### src/hw/rtl/mcst_pkg.sv
`timescale 1ns / 1ps

package mcst_pkg;

  // Queue between the parser and the state tracker
  localparam int QDEPTH = 4;
  localparam int QPTR_W = $clog2(QDEPTH);
  localparam int QCNT_W = $clog2(QDEPTH + 1);

  // MIDI byte codes
  localparam logic [7:0] REALTIME_MIN = 8'hF8;
  localparam logic [7:0] SYSEX_START  = 8'hF0;
  localparam logic [7:0] SYSEX_END    = 8'hF7;
  localparam logic [7:0] NO_STATUS    = 8'h00;

  // Upper nibble of a channel status byte, and the lower nibble for channel 1
  localparam logic [3:0] KIND_NOTE_OFF = 4'h8;
  localparam logic [3:0] KIND_NOTE_ON  = 4'h9;
  localparam logic [3:0] KIND_CTRL     = 4'hB;
  localparam logic [3:0] KIND_PROG     = 4'hC;
  localparam logic [3:0] KIND_PRESS    = 4'hD;
  localparam logic [3:0] CHANNEL_ONE   = 4'h0;

  // Data bytes a message needs
  localparam logic [1:0] WANT_NONE = 2'd0;
  localparam logic [1:0] WANT_ONE  = 2'd1;
  localparam logic [1:0] WANT_TWO  = 2'd2;

  localparam logic [6:0] CTRL_WHEEL  = 7'd1;
  localparam logic [6:0] CTRL_BRIGHT = 7'd74;
  localparam logic [6:0] NOTE_RESET  = 7'd60;
  localparam logic [6:0] VEL_ZERO    = 7'd0;

  // Action handed from the parser to the tracker, one per byte
  typedef enum logic [2:0] {
    CMD_NONE,
    CMD_NOTE_ON,
    CMD_NOTE_OFF,
    CMD_SET_WHEEL,
    CMD_SET_BRIGHT
  } cmd_op_t;

  typedef struct packed {
    cmd_op_t    op;
    logic [6:0] arg;
  } cmd_t;

endpackage

### src/hw/rtl/mcst_front.sv
`timescale 1ns / 1ps

module mcst_front import mcst_pkg::*; (
  input  logic       clk,
  input  logic       rst,
  input  logic       in_valid,
  output logic       in_stall,
  input  logic [7:0] midi_byte,
  output logic       push_valid,
  output cmd_t       push_cmd,
  input  logic       push_stall
);

  logic [7:0] status_byte, status_byte_next;
  logic [6:0] first_data, first_data_next;
  logic       data_seen, data_seen_next;
  logic [1:0] data_wanted, data_wanted_next;
  logic       sysex_open, sysex_open_next;
  logic       accept;
  logic [3:0] byte_kind;
  logic [3:0] run_kind;
  logic [6:0] data_val;

  assign accept     = in_valid && !push_stall;
  assign in_stall   = push_stall;
  assign push_valid = in_valid;
  assign byte_kind  = midi_byte[7:4];
  assign run_kind   = status_byte[7:4];
  assign data_val   = midi_byte[6:0];

  // Parse one byte: running status, sysex, data count; classify the message
  always_comb begin
    status_byte_next = status_byte;
    first_data_next  = first_data;
    data_seen_next   = data_seen;
    data_wanted_next = data_wanted;
    sysex_open_next  = sysex_open;
    push_cmd.op      = CMD_NONE;
    push_cmd.arg     = data_val;
    if (midi_byte[7]) begin
      if (midi_byte >= REALTIME_MIN) begin
        // realtime: parser untouched
      end else if (midi_byte == SYSEX_START) begin
        sysex_open_next  = 1'b1;
        status_byte_next = NO_STATUS;
        data_seen_next   = 1'b0;
        data_wanted_next = WANT_NONE;
      end else if (midi_byte == SYSEX_END) begin
        sysex_open_next  = 1'b0;
        data_seen_next   = 1'b0;
        data_wanted_next = WANT_NONE;
      end else if (sysex_open) begin
        // status inside sysex is dropped
      end else if (midi_byte >= SYSEX_START) begin
        status_byte_next = NO_STATUS;
        data_seen_next   = 1'b0;
        data_wanted_next = WANT_NONE;
      end else begin
        status_byte_next = midi_byte;
        data_seen_next   = 1'b0;
        data_wanted_next = (byte_kind == KIND_PROG || byte_kind == KIND_PRESS) ?
                           WANT_ONE : WANT_TWO;
      end
    end else if (!sysex_open && status_byte != NO_STATUS && data_wanted != WANT_NONE) begin
      if (!data_seen) begin
        first_data_next = data_val;
        data_seen_next  = (data_wanted == WANT_TWO);
      end else begin
        // second data byte completes a two-byte message
        data_seen_next = 1'b0;
        if (status_byte[3:0] == CHANNEL_ONE) begin
          if (run_kind == KIND_NOTE_ON && data_val != VEL_ZERO) begin
            push_cmd.op  = CMD_NOTE_ON;
            push_cmd.arg = first_data;
          end else if (run_kind == KIND_NOTE_ON || run_kind == KIND_NOTE_OFF) begin
            push_cmd.op  = CMD_NOTE_OFF;
            push_cmd.arg = first_data;
          end else if (run_kind == KIND_CTRL) begin
            if (first_data == CTRL_WHEEL) begin
              push_cmd.op = CMD_SET_WHEEL;
            end else if (first_data == CTRL_BRIGHT) begin
              push_cmd.op = CMD_SET_BRIGHT;
            end
          end
        end
      end
    end
  end

  // Parser state
  always_ff @(posedge clk) begin
    if (rst) begin
      status_byte <= NO_STATUS;
      first_data  <= 7'd0;
      data_seen   <= 1'b0;
      data_wanted <= WANT_NONE;
      sysex_open  <= 1'b0;
    end else if (accept) begin
      status_byte <= status_byte_next;
      first_data  <= first_data_next;
      data_seen   <= data_seen_next;
      data_wanted <= data_wanted_next;
      sysex_open  <= sysex_open_next;
    end
  end

endmodule

### src/hw/rtl/mcst_fifo.sv
`timescale 1ns / 1ps

module mcst_fifo import mcst_pkg::*; (
  input  logic clk,
  input  logic rst,
  input  logic push_valid,
  input  cmd_t push_cmd,
  output logic push_stall,
  output logic pop_valid,
  output cmd_t pop_cmd,
  input  logic pop_stall
);

  cmd_t              slots [QDEPTH];
  logic [QPTR_W-1:0] wr_ptr;
  logic [QPTR_W-1:0] rd_ptr;
  logic [QCNT_W-1:0] fill;
  logic              do_push;
  logic              do_pop;

  assign push_stall = (fill == QCNT_W'(QDEPTH));
  assign pop_valid  = (fill != '0);
  assign pop_cmd    = slots[rd_ptr];
  assign do_push    = push_valid && !push_stall;
  assign do_pop     = pop_valid && !pop_stall;

  // Storage
  always_ff @(posedge clk) begin
    if (do_push) begin
      slots[wr_ptr] <= push_cmd;
    end
  end

  // Pointers and fill level
  always_ff @(posedge clk) begin
    if (rst) begin
      wr_ptr <= '0;
      rd_ptr <= '0;
      fill   <= '0;
    end else begin
      if (do_push) begin
        wr_ptr <= wr_ptr + 1'b1;
      end
      if (do_pop) begin
        rd_ptr <= rd_ptr + 1'b1;
      end
      if (do_push && !do_pop) begin
        fill <= fill + 1'b1;
      end else if (do_pop && !do_push) begin
        fill <= fill - 1'b1;
      end
    end
  end

endmodule

### src/hw/rtl/mcst_back.sv
`timescale 1ns / 1ps

module mcst_back import mcst_pkg::*; (
  input  logic        clk,
  input  logic        rst,
  input  logic        pop_valid,
  input  cmd_t        pop_cmd,
  output logic        pop_stall,
  output logic        out_valid,
  input  logic        out_stall,
  output logic        note_is_active,
  output logic [6:0]  active_note,
  output logic [6:0]  previous_note,
  output logic [6:0]  mod_wheel_value,
  output logic [6:0]  brightness_value,
  output logic [31:0] note_on_total
);

  logic        holding_note;
  logic [6:0]  held_note;
  logic [6:0]  latest_note;
  logic [6:0]  wheel_reg;
  logic [6:0]  bright_reg;
  logic [31:0] note_counter;
  logic        take;

  // The tracked state is the output snapshot; it only moves when the slot frees
  assign pop_stall = out_valid && out_stall;
  assign take      = pop_valid && !pop_stall;

  assign note_is_active   = holding_note;
  assign active_note      = held_note;
  assign previous_note    = latest_note;
  assign mod_wheel_value  = wheel_reg;
  assign brightness_value = bright_reg;
  assign note_on_total    = note_counter;

  // Apply one transaction to the channel state
  always_ff @(posedge clk) begin
    if (rst) begin
      out_valid    <= 1'b0;
      holding_note <= 1'b0;
      held_note    <= NOTE_RESET;
      latest_note  <= NOTE_RESET;
      wheel_reg    <= 7'd0;
      bright_reg   <= 7'd0;
      note_counter <= 32'd0;
    end else begin
      if (take) begin
        out_valid <= 1'b1;
      end else if (!out_stall) begin
        out_valid <= 1'b0;
      end
      if (take) begin
        case (pop_cmd.op)
          CMD_NOTE_ON: begin
            holding_note <= 1'b1;
            held_note    <= pop_cmd.arg;
            latest_note  <= pop_cmd.arg;
            note_counter <= note_counter + 32'd1;
          end
          CMD_NOTE_OFF: begin
            if (holding_note && pop_cmd.arg == held_note) begin
              holding_note <= 1'b0;
            end
          end
          CMD_SET_WHEEL: begin
            wheel_reg <= pop_cmd.arg;
          end
          CMD_SET_BRIGHT: begin
            bright_reg <= pop_cmd.arg;
          end
          default: begin
          end
        endcase
      end
    end
  end

endmodule

### src/hw/rtl/midi_channel_state_tracker_unit.sv
// An accepted byte is written into the command queue; the tracker then registers its snapshot.
// Throughput: one byte per cycle while the 4-entry command queue has room; the parser passes its
// stall to the input and the tracker owns the output handshake, so the two stall independently.
// Reset (rst, synchronous, active high): no running status, sysex closed, no note held,
// both note numbers 60, controller values and note count zero, queue empty.
`timescale 1ns / 1ps

module midi_channel_state_tracker_unit import mcst_pkg::*; (
  input  logic        clk,
  input  logic        rst,
  input  logic        in_valid,
  output logic        in_stall,
  input  logic [7:0]  midi_byte,
  output logic        out_valid,
  input  logic        out_stall,
  output logic        note_is_active,
  output logic [6:0]  active_note,
  output logic [6:0]  previous_note,
  output logic [6:0]  mod_wheel_value,
  output logic [6:0]  brightness_value,
  output logic [31:0] note_on_total
);

  logic push_valid;
  cmd_t push_cmd;
  logic push_stall;
  logic pop_valid;
  cmd_t pop_cmd;
  logic pop_stall;

  // Byte parser
  mcst_front u_front (
    .clk        (clk),
    .rst        (rst),
    .in_valid   (in_valid),
    .in_stall   (in_stall),
    .midi_byte  (midi_byte),
    .push_valid (push_valid),
    .push_cmd   (push_cmd),
    .push_stall (push_stall)
  );

  // Command queue
  mcst_fifo u_fifo (
    .clk        (clk),
    .rst        (rst),
    .push_valid (push_valid),
    .push_cmd   (push_cmd),
    .push_stall (push_stall),
    .pop_valid  (pop_valid),
    .pop_cmd    (pop_cmd),
    .pop_stall  (pop_stall)
  );

  // Channel state tracker
  mcst_back u_back (
    .clk              (clk),
    .rst              (rst),
    .pop_valid        (pop_valid),
    .pop_cmd          (pop_cmd),
    .pop_stall        (pop_stall),
    .out_valid        (out_valid),
    .out_stall        (out_stall),
    .note_is_active   (note_is_active),
    .active_note      (active_note),
    .previous_note    (previous_note),
    .mod_wheel_value  (mod_wheel_value),
    .brightness_value (brightness_value),
    .note_on_total    (note_on_total)
  );

endmodule

### config.mk
export PLATFORM = sky130hd
export DESIGN_NAME = midi_channel_state_tracker_unit
export DESIGN_NICKNAME = d
export VERILOG_FILES = /design/src/hw/rtl/mcst_pkg.sv /design/src/hw/rtl/mcst_front.sv /design/src/hw/rtl/mcst_fifo.sv /design/src/hw/rtl/mcst_back.sv /design/src/hw/rtl/midi_channel_state_tracker_unit.sv
export SDC_FILE = /design/constraint.sdc
export NUM_CORES = 1
export LEC_CHECK = 0
export BUFFER_PORTS_ARGS = -buffer_cell sky130_fd_sc_hd__buf_2
export CAP_MARGIN = 20
export CORE_MARGIN = 3
export CORE_UTILIZATION = 62
export CTS_CLUSTER_DIAMETER = 80
export CTS_CLUSTER_SIZE = 14
export DETAILED_ROUTE_END_ITERATION = 10
export PLACE_DENSITY_LB_ADDON = 0.3
export SYNTH_ARGS = -nofsm -noshare
export SYNTH_HDL_FRONTEND = slang
export SYNTH_SLANG_ARGS = --single-unit
export TNS_END_PERCENT = 100
### constraint.sdc
create_clock -name clk -period 6.4 [get_ports clk]
set_input_delay 1.28 -clock clk [delete_from_list [all_inputs] [get_ports clk]]
set_output_delay 1.28 -clock clk [all_outputs]
set_load 0.02 [all_outputs]
==> flow_summary.yaml, run 1 <==
cells_and_area:
  syn_to_final_growth_pct: 17.1
  drive_above_1_share: 0.236
  insertedDiodeCount: 0
  layout.nets: 604
yosys:
  synth_edf_count: 40
  async_flop_share: 0
  synth_nets: 534
  ys_warn_count: 0
  synth.area.top_cells: "dfxtp_1 30%, edfxtp_1 22%, mux2i_1 5.3%"
  syn_area_sq_mm: 0.00550
  synth.largest_area_cell: "dfxtp_1"
  postSynthCellCount: 515
  synth_flop_cell: "dfxtp_1"
  ys_seq_area_frac: 0.521
  synth_top_area_share: 0.302
  ys_types: 49
  syn_avg_cell_area_sq_um: 10.7
  ys_ff_latch: 123
grt:
  first_global_vias: 4089
  antenna_found_initial: 0
  grt_max_degree: 86
  overflow: 0
  grt_pass1_wl_um: 20000
  grt_usage: 0.253
cts:
  post_cts_resized: 0
  hold_buffers: 0
  numCtsBuffers: 17
  clk_latency_ns: 0.52
  cts-htree-levels: 4
  cts_setup_buffers: 0
  cts_buffer_depth: 2
  cts_tree: "built"
  clkTransAtPathRegs_ns: 0.06
  root_buffer: "clkbuf_8"
  clock-sinks: 123
floorplanning:
  num_rows: 33
  fp.dieArea_sq_mm: 0.0100
  die_height_um: 100
  ios: 75
  core_area_sq_mm: 0.00842
  start_util: 0.652
  die_x_um: 100
critical_path:
  setup.worst_path.start_class: "flip-flop"
  critPathMaxFanout: 13
  cp_data_required_time_ns: 6.84
  criticalPathCategory: "flip-flop to flip-flop"
  r2r_slack_ns: 3.11
  cp_data_arrival_time_ns: 3.74
  critPathCaptureType: "flip-flop"
job:
  max-cap-violations: 0
power:
  power_mw: 2.35
  p_leak_nw: 2.49
  power_density_mw_per_mm2: 366
  vdd_drop_max_mv: 0.269
sta:
  max_freq_ghz: 0.304
  final_max_slew_viol_count: 0
  hold_violations: 0
  fin_setup_tns_ns: 0
  min_period_ns: 3.29
  setup_viol: 0
  finalCritPeriodShare: 0.515
  skew_ns: 0.00620
  maxSlewHeadroom: 0.416
  tightest_slew_ns: 0.875
  grt_setup_unrepaired: "false"
drt:
  routed_wirelength_um: 12300
  dr.pass1.iters: 5
  drt-initial-drc-count: 296
  vias: 4354
  wl_per_cell_um: 17.5
  ant_nets: 0
  route.detailed.drc: 0
  vias_per_cell: 6.19
hold_path:
  hold_path.class: "flip-flop to flip-flop"
placement:
  place.gp.congestion: 0.831
  io_buffer_count: 74
  hpwl_um: 7980
status:
  status: "finished clean"
-- kinds of logic (layout without fill, tap and decap cells) --
logic type	after synthesis	after routing	synth area share
simple gates	222	222	0.214
flops	123	123	0.521
mux	49	49	0.114
compound gates	46	46	0.0535
buf+inv	39	122	0.0337
xor+xnor	29	29	0.0462
fa+ha+maj	7	7	0.0173
-- path summary, 6_finish.rpt --
| path | to | cells after the start | start |
|---|---|---|---|
| worst max register to register | u_back.note_on_total[30] | 5 | flip-flop |
| worst max-delay path | u_back.note_on_total[30] | 5 | flip-flop |
| worst min-delay path | u_back.out_valid | 2 | u_back.out_valid |
| worst min register to register | u_back.out_valid | 2 | u_back.out_valid |
-- critical path: stages (launching register included) --
cell and delay (ns):
dfxtp_1 0.74, mux4_2 0.64, nor4b_2 0.58, nand4_1 0.54
or4_1 0.56, a21oi_1 0.15
-- synthesized netlist by cell type (5+ instances only) --
library cell,n
dfxtp_1,83
or3_1,6
o21ai_0,9
and2_1,6
xnor2_1,21
xor2_1,8
edfxtp_1,40
or4_1,9
nor4_1,12
clkbuf_1,15
mux2_2,10
a21oi_1,23
mux2i_1,29
buf_4,8
nor2b_1,6
mux4_2,10
and3_1,6
nand3b_1,5
nand4_1,19
nor2_1,71
ha_1,6
nand2_1,39
nor3_1,13
nand3_1,8
inv_1,14
-- routing by layer --
| layer | GRT usage | routed length (um) | vias to the layer above |
|---|---|---|---|
| met3 | 0.0667 | 977 | 25 |
| met4 | 0.101 | 242 | 0 |
| met5 | 0 | 0 | - |
| li1 | - | - | 2008 |
| met1 | 0.328 | 5090 | 2113 |
| met2 | 0.408 | 5970 | 208 |
-- cells in the final DEF (no fill, tap or decap), drive strengths merged, types with 10 or more instances in the layout --
| master | instances |
|---|---|
| mux2 | 10 |
| nor3 | 13 |
| mux4 | 10 |
| nor2 | 72 |
| clkbuf | 18 |
| nor4 | 15 |
| xnor2 | 21 |
| buf | 76 |
| a21oi | 23 |
| inv | 17 |
| nand2 | 39 |
| nand4 | 19 |
| edfxtp | 40 |
| dfxtp | 83 |
| mux2i | 29 |
-- sequential cells by signal (all words and copies together), names as in the netlist, 2 cells and up, named ones only --
name,count
u_fifo.wr_ptr,2
u_fifo.rd_ptr,2
u_back.mod_wheel_value,7
u_fifo.slots,40
u_front.data_wanted,2
u_back.active_note,7
u_back.brightness_value,7
u_fifo.fill,3
u_front.first_data,7
u_front.status_byte,8
u_back.note_on_total,32
-- where the power goes --
group          switching [mW]  leakage [nW]  internal, mW
clock                   0.353         0.280         0.537
combinational           0.317          1.18         0.193
sequential             0.0682          1.03         0.886
total                   0.739          2.49          1.62
-- metrics by stage --
stage,util,hold slack [ns],std cells,setup slack (ns),cell area (sq um)
floorplan,-,0.442,515,3.41,5500
global placement,0.697,0.464,670,2.98,5870
detailed placement,0.697,0.466,670,2.93,5870
CTS,0.763,0.472,702,3.07,6430
global route,0.764,0.484,703,2.80,6440
finish,0.764,0.474,703,3.11,6440
-- area by class of cell --
class	instances	area [sq um]
fill	543	1990
clock inverter	14	119
clock buffer	18	439
inverter	14	52.6
timing repair buffer	76	385
sequential	123	2860
tap	105	131
multi-input combinational	353	2450
(Power assumes the default switching activity.)
==> run 2: changes to the inputs <==
CORE_UTILIZATION = 57   (was 62)
clock period = 3.4 ns   (was 6.4 ns; I/O delays follow)
==> run 2 against run 1 <==
  * Global-route usage shrank 1.9 points
  * Fmax grew 19%
  * Clock skew grew 0.0020 ns
  * Critical path type unchanged
  * Largest cell class unchanged
==> flow_summary.yaml, run 2 (synthesis gave the netlist of run 1 again) <==
cells_and_area:
  most-common-layout-cells: "83 x dfxtp_1, 74 x buf_2, 71 x nor2_1, 40 x edfxtp_1, 39 x nand2_1"
  insertedDiodeCount: 0
  fin_area_sq_mm: 0.00655
  syn_to_final_growth_pct: 19.1
  drive_above_1_share: 0.237
  layoutNonFillerInstCount: 732
  layout.nets: 609
  largest_reg_flops: 40
  top_register: "u_fifo.slots"
  final_common_cell: "dfxtp_1"
  nFillCells: 700
placement:
  place_inst: 700
  dpl_cell_area_sq_mm: 0.00596
  io_buffer_count: 74
  hpwl_um: 8330
  place.gp.congestion: 0.848
  dp_slack_ns: 0.575
sta:
  hold_violations: 0
  whs_ns: 0.475
  skew_ns: 0.00815
  max_freq_ghz: 0.361
  maxSlewHeadroom: 0.459
  finalCritPeriodShare: 0.815
  fin_setup_tns_ns: 0
  tightest_slew_ns: 0.812
  grt_setup_unrepaired: "false"
  min_period_ns: 2.77
  final_max_slew_viol_count: 0
  setup_viol: 0
  layout_setup_ws_ns: 0.629
critical_path:
  setup.worst_path.start_class: "flip-flop"
  critPathMaxFanout: 16
  reg2reg_depth: 5
  rr_startpoint: "u_fifo.slots[3][9]"
  r2r_end: "u_back.note_on_total[29]"
  r2r_slack_ns: 0.63
  criticalPathCategory: "flip-flop to flip-flop"
  cp_data_required_time_ns: 3.76
  cp_data_arrival_time_ns: 3.13
  critPathCaptureType: "flip-flop"
grt:
  grt_max_degree: 45
  antenna_found_initial: 0
  overflow: 0
  grt_usage: 0.234
  first_global_vias: 3947
  grt_pass1_wl_um: 20300
cts:
  cts_setup_buffers: 0
  cts_tree: "built"
  root_buffer: "clkbuf_8"
  clk_latency_ns: 0.51
  cts-htree-levels: 4
  numCtsBuffers: 17
  post_cts_resized: 0
  cts_buffer_depth: 2
  hold_buffers: 0
  clock-sinks: 123
  clkTransAtPathRegs_ns: 0.06
drt:
  dr.pass1.iters: 7
  route.detailed.drc: 0
  drt-initial-drc-count: 221
  vias_per_cell: 5.76
  wl_per_cell_um: 16.8
  routed_wirelength_um: 12300
  vias: 4216
  ant_nets: 0
status:
  status: "finished clean"
job:
  max-cap-violations: 0
power:
  power_density_mw_per_mm2: 699
  p_leak_nw: 2.52
  vdd_drop_max_mv: 0.426
floorplanning:
  die_height_um: 104
  core_area_sq_mm: 0.00928
  fp.dieArea_sq_mm: 0.0109
  num_rows: 35
  start_util: 0.592
  ios: 75
  die_x_um: 104
hold_path:
  hold_path_depth: 2
  hold_path.class: "flip-flop to flip-flop"
  hold_end: "u_front.data_wanted[0]"
  min_from: "u_front.data_wanted[0]"
-- run 2: cell type report --
cell class                 instances  area (sq um)  area share
sequential                       123          2860       0.437
multi-input combinational        353          2450       0.374
timing repair buffer              81           435      0.0665
clock buffer                      17           414      0.0633
clock inverter                    15           174      0.0266
tap                              129           161      0.0247
inverter                          14          52.6     0.00803
-- run 2: power breakdown --
group          switching (mW)  total, mW  internal (mW)
registers               0.108       1.78           1.67
logic                   0.634       1.03          0.397
clock network           0.655       1.77           1.11
total                    1.40       4.57           3.18
-- run 2: critical path, cell delays in order, from the launching register on --
cell and delay (ns):
edfxtp_1 0.40, mux4_2 0.54, or4b_1 0.81, nor4_1 0.56, a31o_2 0.24, a21oi_1 0.06
-- run 2: worst max path at each step --
stage | startpoint | to | depth (start not counted)
2_1_floorplan | flip-flop | u_back.note_on_total[13] | 7
3_3_place_gp | midi_byte[7] | u_fifo.slots[0][2] | 6
3_5_place_dp | out_stall | u_back.note_on_total[13] | 6
4_1_cts | flip-flop | u_back.note_on_total[29] | 5
5_1_grt | flip-flop | u_back.note_on_total[29] | 5
6_report | u_fifo.slots[3][9] | u_back.note_on_total[29] | 5
-- run 2: metal layers --
layer | up-vias | share of wire | GRT usage
met5 | - | 0 | 0
met4 | 0 | 0.012 | 0.0741
met2 | 169 | 0.49 | 0.380
met1 | 2014 | 0.44 | 0.304
met3 | 21 | 0.060 | 0.0683
li1 | 2012 | - | -
-- run 2: metrics by stage --
| step | util | power [mW] |
|---|---|---|
| after floorplan | - | 2.54 |
| after global placement | 0.642 | 2.77 |
| after detailed placement | 0.642 | 2.82 |
| after CTS | 0.705 | 4.59 |
| after global routing | 0.705 | 4.77 |
| final | 0.705 | 4.57 |
==> run 3: changes to the inputs <==
ABC_AREA = 1   (was default)
CORE_UTILIZATION = 53   (was 57)
clock period = 2.48 ns   (was 3.4 ns; I/O delays follow)
==> run 3 against run 2 <==
  * Design area rose by 11%
  * Wire length up 18%
  * Via count up 31%
  * Highest routed layer unchanged
==> flow_summary.yaml, run 3 <==
status:
  status: "finished clean"
placement:
  dpl_cell_area_sq_mm: 0.00661
  place_inst: 1035
  place.gp.congestion: 1.04
  hpwl_um: 10300
  io_buffer_count: 74
grt:
  overflow: 0
  grt_max_degree: 45
  first_global_vias: 5036
  antenna_found_initial: 0
  grt_pass1_wl_um: 24300
  grt_usage: 0.233
drt:
  route.detailed.drc: 0
  routed_wirelength_um: 14600
  dr.pass1.iters: 5
  wl_per_cell_um: 13.7
  ant_nets: 0
  drt-initial-drc-count: 490
  vias_per_cell: 5.18
  vias: 5531
power:
  switching_power_mw: 2.39
  vdd_drop_max_mv: 0.722
  p_int_mw: 4.67
  p_clk_frac: 0.374
  pwr-share-comb: 0.275
  swShare: 0.338
  seqPwrFrac: 0.352
  power_density_mw_per_mm2: 976
  p_leak_nw: 3.11
cts:
  hold_buffers: 0
  clk_latency_ns: 0.41
  clock-sinks: 123
  cts-htree-levels: 4
  clkTransAtPathRegs_ns: 0.05
  post_cts_resized: 0
  numCtsBuffers: 17
  cts_buffer_depth: 2
  cts_tree: "built"
  root_buffer: "clkbuf_16"
  cts_setup_buffers: 0
yosys:
  synth_common_cells: "296 x nand2_1, 114 x nor2_1, 83 x dfxtp_1"
  ys_warn_count: 0
  synth_flop_cell: "dfxtp_1"
  ys_seq_area_frac: 0.463
  postSynthCellCount: 841
  ys_types: 37
  synth.largest_area_cell: "dfxtp_1"
  synth_edf_count: 40
  async_flop_share: 0
  yosysMostFrequentCell: "nand2_1"
  synth_nets: 860
  synth_top_area_share: 0.269
  syn_area_sq_mm: 0.00618
  syn_avg_cell_area_sq_um: 7.35
  synth.area.top_cells: "dfxtp_1 27%, edfxtp_1 19%, nand2_1 18%"
  ys_ff_latch: 123
floorplanning:
  ios: 75
  core_area_sq_mm: 0.0111
  fp.dieArea_sq_mm: 0.0130
  die_height_um: 114
  die_x_um: 114
  num_rows: 38
  start_util: 0.556
critical_path:
  critPathCaptureType: "flip-flop"
  crit_chain: "nor2_1 > nand2_1 > nand2_1 > inv_1 > ha_1 > inv_1 > fa_1 > a21oi_1 > o21ai_0 > o21ai_0 > a21oi_1"
  setup.worst_path.start_class: "flip-flop"
  criticalPathCategory: "flip-flop to flip-flop"
  critPathMaxFanout: 9
  cp_slowest_cell: "dfxtp_1"
  cp_data_required_time_ns: 2.77
  cp_data_arrival_time_ns: 2.44
  cp_slowest_stage_delay_ns: 0.40
sta:
  setup_viol: 0
  maxSlewHeadroom: 0.561
  tightest_slew_ns: 0.654
  min_period_ns: 2.14
  whs_ns: 0.318
  finalCritPeriodShare: 0.864
  fin_setup_tns_ns: 0
  hold_violations: 0
  grt_setup_unrepaired: "false"
  final_max_slew_viol_count: 0
  skew_ns: 0.00734
  max_freq_ghz: 0.467
cells_and_area:
  largest_reg_flops: 40
  top_register: "u_fifo.slots"
  layoutNonFillerInstCount: 1067
  syn_to_final_growth_pct: 17.1
  nFillCells: 963
  layout.nets: 933
  insertedDiodeCount: 0
  fin_area_sq_mm: 0.00724
  drive_above_1_share: 0.160
  most-common-layout-cells: "296 x nand2_1, 114 x nor2_1, 83 x dfxtp_1, 74 x buf_2, 63 x a21oi_1"
  final_common_cell: "nand2_1"
hold_path:
  hold_path.class: "input port to flip-flop"
job:
  max-cap-violations: 0
## run 3: layer usage
metal,wire (um),GRT usage,up-vias,share of wire
met5,0,0,-,0
met4,318,0.0966,0,0.022
met3,896,0.0546,27,0.062
met2,6590,0.358,170,0.45
met1,6760,0.318,2484,0.46
li1,-,-,2850,-
## run 3: cell type report
type	count	area (sq um)	share of cell area
Clock inverter	12	196	0.0271
Sequential cell	123	2860	0.396
Clock buffer	20	437	0.0603
Tap cell	140	175	0.0242
Timing Repair Buffer	84	445	0.0615
Inverter	60	225	0.0311
Multi-Input combinational cell	628	2900	0.400
## run 3: critical path, delay by kind of cell, from the launching register on
| family | cells | cell delay, ns |
|---|---|---|
| buffers and inverters | 2 | 0.24 |
| DFF | 1 | 0.40 |
| adders and majority gates | 2 | 0.54 |
| and+or+nand+nor | 3 | 0.36 |
| AOI/OAI and AO/OA | 4 | 0.47 |
## run 3: metrics by stage
step	total power, mW	worst slack, ns	util
2_1_floorplan	4.03	0.598	-
3_3_place_gp	4.42	0.399	0.594
3_5_place_dp	4.44	0.366	0.594
4_1_cts	7.10	0.348	0.651
5_1_grt	7.47	0.106	0.651
6_report	7.06	0.337	0.651
## run 3: path summary, 6_finish.rpt
check	startpoint	to	slack, ns	depth (start not counted)
min reg2reg	u_back.mod_wheel_value[0]	u_back.mod_wheel_value[0]	0.46	2
max reg2reg	u_fifo.fill[0]	u_fifo.fill[2]	0.34	11
max	u_fifo.fill[0]	u_fifo.fill[2]	0.34	11
min	rst	u_front.data_wanted[0]	0.32	2
## run 3: logic make-up after synthesis
family | count (synthesis) | share of synthesized area
fa+ha+maj | 7 | 0.0154
simple gates | 514 | 0.358
compound gates | 97 | 0.0814
flops | 123 | 0.463
buf+inv | 90 | 0.0684
xor+xnor | 10 | 0.0142
## run 3: power by group through the flow
stage / clock (mW) / combinational [mW] / sequential [mW]
CTS: 2.67 / 1.95 / 2.48
global route: 2.76 / 2.19 / 2.51
floorplan: 0 / 1.40 / 2.62
detailed placement: 0 / 1.92 / 2.52
global placement: 0 / 1.90 / 2.52
finish: 2.64 / 1.94 / 2.48
